**src/sv/bgc_pkg.sv**
```systemverilog
`default_nettype none

package bgc_pkg;

  // Width of the tick counter, which advances once per processed beat, and of every timestamp
  localparam int TIME_WIDTH = 32;
  localparam int CFG_WIDTH  = 16;
  localparam int CFG_INDEX_WIDTH = 2;

  typedef logic [TIME_WIDTH-1:0] time_t;
  typedef logic [CFG_WIDTH-1:0]  cfg_word_t;

  typedef enum logic [CFG_INDEX_WIDTH-1:0] {
    REG_DEBOUNCE     = 2'd0,
    REG_DOUBLE_CLICK = 2'd1,
    REG_LONG_PRESS   = 2'd2
  } reg_index_t;

  typedef enum logic [2:0] {
    GEST_NONE       = 3'd0,
    GEST_SINGLE     = 3'd1,
    GEST_DOUBLE     = 3'd2,
    GEST_LONG       = 3'd3,
    GEST_LONG_REL   = 3'd4
  } gesture_t;

  typedef struct packed {
    cfg_word_t debounce_ms;
    cfg_word_t double_click_ms;
    cfg_word_t long_press_ms;
  } cfg_t;

  localparam cfg_word_t DEBOUNCE_RESET     = 16'd50;
  localparam cfg_word_t DOUBLE_CLICK_RESET = 16'd300;
  localparam cfg_word_t LONG_PRESS_RESET   = 16'd1000;

  // Zero-extend a configuration value to timestamp width
  function automatic time_t widen(input cfg_word_t v);
    return {{(TIME_WIDTH-CFG_WIDTH){1'b0}}, v};
  endfunction

endpackage

`default_nettype wire

```
**src/sv/bgc_core.sv**
```systemverilog
`default_nettype none

module bgc_core
  import bgc_pkg::*;
(
  input  wire logic     clk,
  input  wire logic     rst,
  input  wire logic     step,
  input  wire logic     raw,
  input  wire cfg_t     cfg,
  output gesture_t      gesture_next
);

  time_t tick_count;
  logic  prev_raw;
  logic  stable_level;
  time_t raw_change_time;
  time_t release_time;
  time_t press_time;
  logic  await_second;
  logic  held_flag;
  logic  long_reported;

  logic  stable_level_next;
  time_t raw_change_time_next;
  time_t release_time_next;
  time_t press_time_next;
  logic  await_second_next;
  logic  held_flag_next;
  logic  long_reported_next;

  time_t now;
  time_t deb_elapsed;
  time_t rel_elapsed;
  time_t press_elapsed;
  time_t rel_elapsed_late;

  assign now = tick_count;

  always_comb begin
    stable_level_next    = stable_level;
    release_time_next    = release_time;
    press_time_next      = press_time;
    await_second_next    = await_second;
    held_flag_next       = held_flag;
    long_reported_next   = long_reported;
    gesture_next         = GEST_NONE;

    raw_change_time_next = (raw != prev_raw) ? now : raw_change_time;
    deb_elapsed          = now - raw_change_time_next;
    rel_elapsed          = now - release_time;

    // Debounced edge
    if ((deb_elapsed > widen(cfg.debounce_ms)) && (raw != stable_level)) begin
      stable_level_next = raw;
      if (!raw) begin
        press_time_next    = now;
        held_flag_next     = 1'b1;
        long_reported_next = 1'b0;
      end else begin
        if (held_flag) begin
          if (long_reported) begin
            gesture_next = GEST_LONG_REL;
          end else if (await_second) begin
            if (rel_elapsed <= widen(cfg.double_click_ms)) begin
              gesture_next      = GEST_DOUBLE;
              await_second_next = 1'b0;
            end
          end else begin
            await_second_next = 1'b1;
            release_time_next = now;
          end
        end
        held_flag_next = 1'b0;
      end
    end

    // Long press
    press_elapsed = now - press_time_next;
    if (held_flag_next && !long_reported_next &&
        (press_elapsed >= widen(cfg.long_press_ms))) begin
      gesture_next       = GEST_LONG;
      long_reported_next = 1'b1;
    end

    // Single-click timeout overrides everything else
    rel_elapsed_late = now - release_time_next;
    if (await_second_next && !held_flag_next &&
        (rel_elapsed_late > widen(cfg.double_click_ms))) begin
      gesture_next      = GEST_SINGLE;
      await_second_next = 1'b0;
    end
  end

  always_ff @(posedge clk) begin
    if (rst) begin
      tick_count      <= '0;
      prev_raw        <= 1'b1;
      stable_level    <= 1'b1;
      raw_change_time <= '0;
      release_time    <= '0;
      press_time      <= '0;
      await_second    <= 1'b0;
      held_flag       <= 1'b0;
      long_reported   <= 1'b0;
    end else if (step) begin
      tick_count      <= now + time_t'(1);
      prev_raw        <= raw;
      stable_level    <= stable_level_next;
      raw_change_time <= raw_change_time_next;
      release_time    <= release_time_next;
      press_time      <= press_time_next;
      await_second    <= await_second_next;
      held_flag       <= held_flag_next;
      long_reported   <= long_reported_next;
    end
  end

endmodule

`default_nettype wire

```
**src/sv/button_gesture_classifier_unit.sv**
```systemverilog
// Channel   Direction  Handshake             Payload
// ---------------------------------------------------------------
// in        sink       in_valid / in_ready   pin_level [0:0]
// out       source     out_valid / out_ready gesture [2:0]
// cfg       sink       cfg_write             cfg_index [1:0], cfg_data [15:0]
//
// One beat in gives one beat out. Unless out stalls, throughput is one beat
// per cycle: the input register feeds a single pass of subtract/compare
// logic that updates the gesture state and loads the result. Reset (rst,
// synchronous) restores the power-up registers and empties both stages.
// While out stalls, one beat waits in the input register; in_ready drops
// only when both stages are full and out_ready is low.
`default_nettype none

module button_gesture_classifier_unit
  import bgc_pkg::*;
(
  input  wire logic                       clk,
  input  wire logic                       rst,
  input  wire logic                       in_valid,
  output logic                            in_ready,
  input  wire logic                       pin_level,
  output logic                            out_valid,
  input  wire logic                       out_ready,
  output logic [2:0]                      gesture,
  input  wire logic                       cfg_write,
  input  wire logic [CFG_INDEX_WIDTH-1:0] cfg_index,
  input  wire logic [CFG_WIDTH-1:0]       cfg_data
);

  cfg_t     cfg;
  logic     s1_valid;
  logic     s1_pin;
  logic     advance;
  gesture_t gesture_next;
  gesture_t gesture_reg;

  // Configuration registers; index 3 is ignored
  always_ff @(posedge clk) begin
    if (rst) begin
      cfg.debounce_ms     <= DEBOUNCE_RESET;
      cfg.double_click_ms <= DOUBLE_CLICK_RESET;
      cfg.long_press_ms   <= LONG_PRESS_RESET;
    end else if (cfg_write) begin
      unique case (cfg_index)
        REG_DEBOUNCE:     cfg.debounce_ms     <= cfg_data;
        REG_DOUBLE_CLICK: cfg.double_click_ms <= cfg_data;
        REG_LONG_PRESS:   cfg.long_press_ms   <= cfg_data;
        default: ;
      endcase
    end
  end

  // Advance the input stage whenever the result register is free or draining
  assign advance  = s1_valid && (!out_valid || out_ready);
  assign in_ready = !s1_valid || advance;

  always_ff @(posedge clk) begin
    if (rst) begin
      s1_valid <= 1'b0;
    end else if (in_ready) begin
      s1_valid <= in_valid;
    end
  end

  // Hold the sampled level until the stage advances
  always_ff @(posedge clk) begin
    if (in_valid && in_ready) begin
      s1_pin <= pin_level;
    end
  end

  bgc_core u_core (
    .clk          (clk),
    .rst          (rst),
    .step         (advance),
    .raw          (s1_pin),
    .cfg          (cfg),
    .gesture_next (gesture_next)
  );

  // Result register: load on advance, drop valid once taken
  always_ff @(posedge clk) begin
    if (rst) begin
      out_valid <= 1'b0;
    end else if (!out_valid || out_ready) begin
      out_valid <= s1_valid;
    end
  end

  always_ff @(posedge clk) begin
    if (advance) begin
      gesture_reg <= gesture_next;
    end
  end

  assign gesture = gesture_reg;

  // An accepted beat always lands in the input stage
  a_accept_lands: assert property (@(posedge clk) disable iff (rst)
    (in_valid && in_ready) |=> s1_valid)
    else $error("accepted beat not held in input stage");

  // Input only stalls when both stages are full and out is blocked
  a_stall_cause: assert property (@(posedge clk) disable iff (rst)
    !in_ready |-> (s1_valid && out_valid && !out_ready))
    else $error("input stalled without a full pipeline");

  // Every advance produces a result beat in the next cycle
  a_advance_result: assert property (@(posedge clk) disable iff (rst)
    advance |=> out_valid)
    else $error("advance did not produce a result");

endmodule

`default_nettype wire

```
**config.mk**
```make
export PLATFORM = sky130hd
export DESIGN_NAME = button_gesture_classifier_unit
export DESIGN_NICKNAME = d
export VERILOG_FILES = /design/src/sv/bgc_pkg.sv /design/src/sv/bgc_core.sv /design/src/sv/button_gesture_classifier_unit.sv
export SDC_FILE = /design/constraint.sdc
export NUM_CORES = 1
export LEC_CHECK = 0
export CAP_MARGIN = 40
export CORE_UTILIZATION = 31
export DETAILED_ROUTE_END_ITERATION = 6
export DONT_BUFFER_PORTS = 1
export SETUP_SLACK_MARGIN = 0.15
export SLEW_MARGIN = 25
export SYNTH_ARGS = -nofsm -noshare
export SYNTH_HDL_FRONTEND = slang
export SYNTH_SLANG_ARGS = --single-unit
```
**constraint.sdc**
```tcl
create_clock -name clk -period 25.8 [get_ports clk]
set_input_delay 3.87 -clock clk [delete_from_list [all_inputs] [get_ports clk]]
set_output_delay 3.87 -clock clk [all_outputs]
set_load 0.05 [all_outputs]
```
==> results.md <==
- Status: finished, final reports clean
- # DRC: 0
- YS warnings: 0
- Post-Layout Cell Count: 2,966
- Fin area: 18,300 um2
- Clk Latency, worst-skew pair: 0.47 ns
- Starting Density: 0.315
- Final setup viols: 0
- Crit path capture type: flop
- Largest register FFs: 48
- Routability cong.: 0.917
- CP required: 26.01 ns
- Fin. max-slew vios: 0
- Vias in the first global route: 15.8k
- Top Metal Used: met4
- Post-route ant nets: 0
- WP buf/inv: 5
- CP dominant cell by count: a21oi_1
- CTS buffer count: 17
- Synth top area share: 0.215
- MaxCap Viol Count: 0
- HP Class: reg -> reg
- Hold Vio Cnt, Final: 0
- Tmin final: 12.18 ns
- Setup Total Neg Slack: 0 ns
- Layout cells sized above 1: 0.0379
- DRT met1 WL: 25,600 um
- Placed cell count: 2,934
- Met3 WL: 2280 um
- WP data arrival: 12.39 ns
- Synth top area cells: dfxtp_1 21%, ha_1 13%, a21oi_1 7.9%, nand2_1 6.6%, mux2i_1 5.5%
- Least-Margin Pin Slew: 0.809 ns
- CTS root buf: clkbuf_16
- Clk_skew: 0.0120 ns
- Static Leakage: 7.80 nW
- Syn-to-layout area delta: 7.15%
- Register bit total from synthesis: 187
- RSZ-0062 raised after global routing: no
- Synth cell count leaders: 302 x nand2_1, 268 x a21oi_1, 230 x nor2_1, 183 x dfxtp_1, 176 x ha_1
- Clock transition at path regs: 0.07 ns
- WS Path Type: reg -> reg
- Hold_ws: 0.454 ns
- Core box area: 54,100 um2
- Synth area leader: dfxtp_1
- Post-synthesis async set-or-reset flop share: 0
- First-pass GRT wire length: 86,900 um
- First-pass iteration count of the detailed router: 5
- Setup repair bufs after CTS: 0
- Clock Path Buffers: 2
- Cts hold-fix bufs: 0
- CP Max Fanout: 50
- Drt total wl: 54,900 um
- Post-synth EDFFs: 4
- Slew HR: 0.457
- Crit-path max cell delay: 0.63 ns
- Htree depth: 4
- Initial antenna violation count: 1
- Port bufs: 0
- Congestion Overflow GR: 0
- Via/cell ratio: 5.58
- Nets@finish: 2,461
- Top reg by flops: cfg
- Die Width: 237 um
- Post-Syn Nets: 2,530
- Peak supply drop: 0.0463 mV
- Register area share after synthesis: 0.222
- Crit-path slowest cell: nor4_4
- Detailed Place HPWL: 43,100 um
- Post-DP Area: 17,700 um2
- Vias post-DR: 16.6k
- Pwr Total: 730 uW
- PwrDens: 39.9 nW/um2
- Fillers: 5,669
- Final worst path period share: 0.472
- CTS tree: built
- Top FF cell, synth: dfxtp_1
- Post-Synthesis Cells: 2,327
- CP Launch Type: flop
- Die area: 56,000 um2
- Tot GR Track Use: 0.195
- Number of gates resized after CTS: 0
- Leading cell type by number of instances after synthesis: nand2_1
- Metal2 WL: 25,500 um
- Wire per inst: 18.5 um
- Rows: 85
- Initial DRC Count: 1,091
- Clk sinks: 187
- Syn Area/Cell: 7.33 um2
- Peak Freq: 82.1 MHz
- Die Height: 237 um
- Ant. Diodes: 0
- Crit-path leading delay family: compound AO/OA/AOI/OAI gates
- Largest net degree at the start of global routing: 184
- Synth cell types: 84
- Top Ports: 29
- Cell Area, Synth: 17,100 um2
[cells by family after synthesis]
group / share of synthesized area
buf+inv: 0.0559
simple gates: 0.229
flops: 0.222
xor+xnor: 0.0558
compound gates: 0.245
mux: 0.0558
fa+ha+maj: 0.137
[metal layers]
| layer | GRT usage | up-vias |
|---|---|---|
| li1 | - | 8178 |
| met1 | 0.258 | 7928 |
| met2 | 0.325 | 375 |
| met3 | 0.0244 | 71 |
| met4 | 0.0693 | 0 |
| met5 | 0 | - |
[power by group]
part | switching, mW | internal, mW | total [mW]
Sequential | 0.00706 | 0.297 | 0.304
Combinational | 0.0943 | 0.0623 | 0.157
Clock | 0.131 | 0.139 | 0.270
[worst min-delay path: cells and delay by family, from the launching register on]
| family | cells | cell delay [ns] |
|---|---|---|
| AOI/OAI and AO/OA | 1 | 0.05 |
| DFF | 1 | 0.31 |
| and+or+nand+nor | 1 | 0.05 |
[layout by cell type, fill, tap and decap left out, types with 38 or more instances in the layout]
| cell | n |
|---|---|
| nand2_1 | 302 |
| a21oi_1 | 268 |
| nor2_1 | 229 |
| dfxtp_1 | 183 |
| ha_1 | 176 |
| inv_1 | 131 |
| o21ai_0 | 99 |
| mux2i_1 | 94 |
| xnor2_1 | 65 |
| a21o_1 | 56 |
| nand3_1 | 50 |
| a211oi_1 | 41 |
| xor2_1 | 40 |
| nand4_1 | 38 |
[layout make-up]
type,count,area (um2),share of cell area
clock buffer,20,447,0.0244
clock inverter,11,126,0.00691
multi-input combinational,1891,12400,0.676
sequential,187,3780,0.207
timing repair buffer,27,196,0.0107
tap,696,871,0.0476
inverter,134,503,0.0275
[through the flow]
step	setup WS, ns	util
detailed placement	13.83	0.327
global route	12.64	0.338
floorplan	15.14	-
global placement	14.06	0.327
finish	13.62	0.338
CTS	13.72	0.338
[final timing paths]
kind                                    to     from  cells after the start  slack (ns)
worst max-delay path            gesture[1]   s1_pin                     55       13.62
worst min-delay path               cfg[45]  cfg[45]                      2        0.45
worst max register to register  gesture[1]   s1_pin                     55       13.62
worst min register to register     cfg[45]  cfg[45]                      2        0.45
No activity file was read; power rests on OpenSTA's default activity.
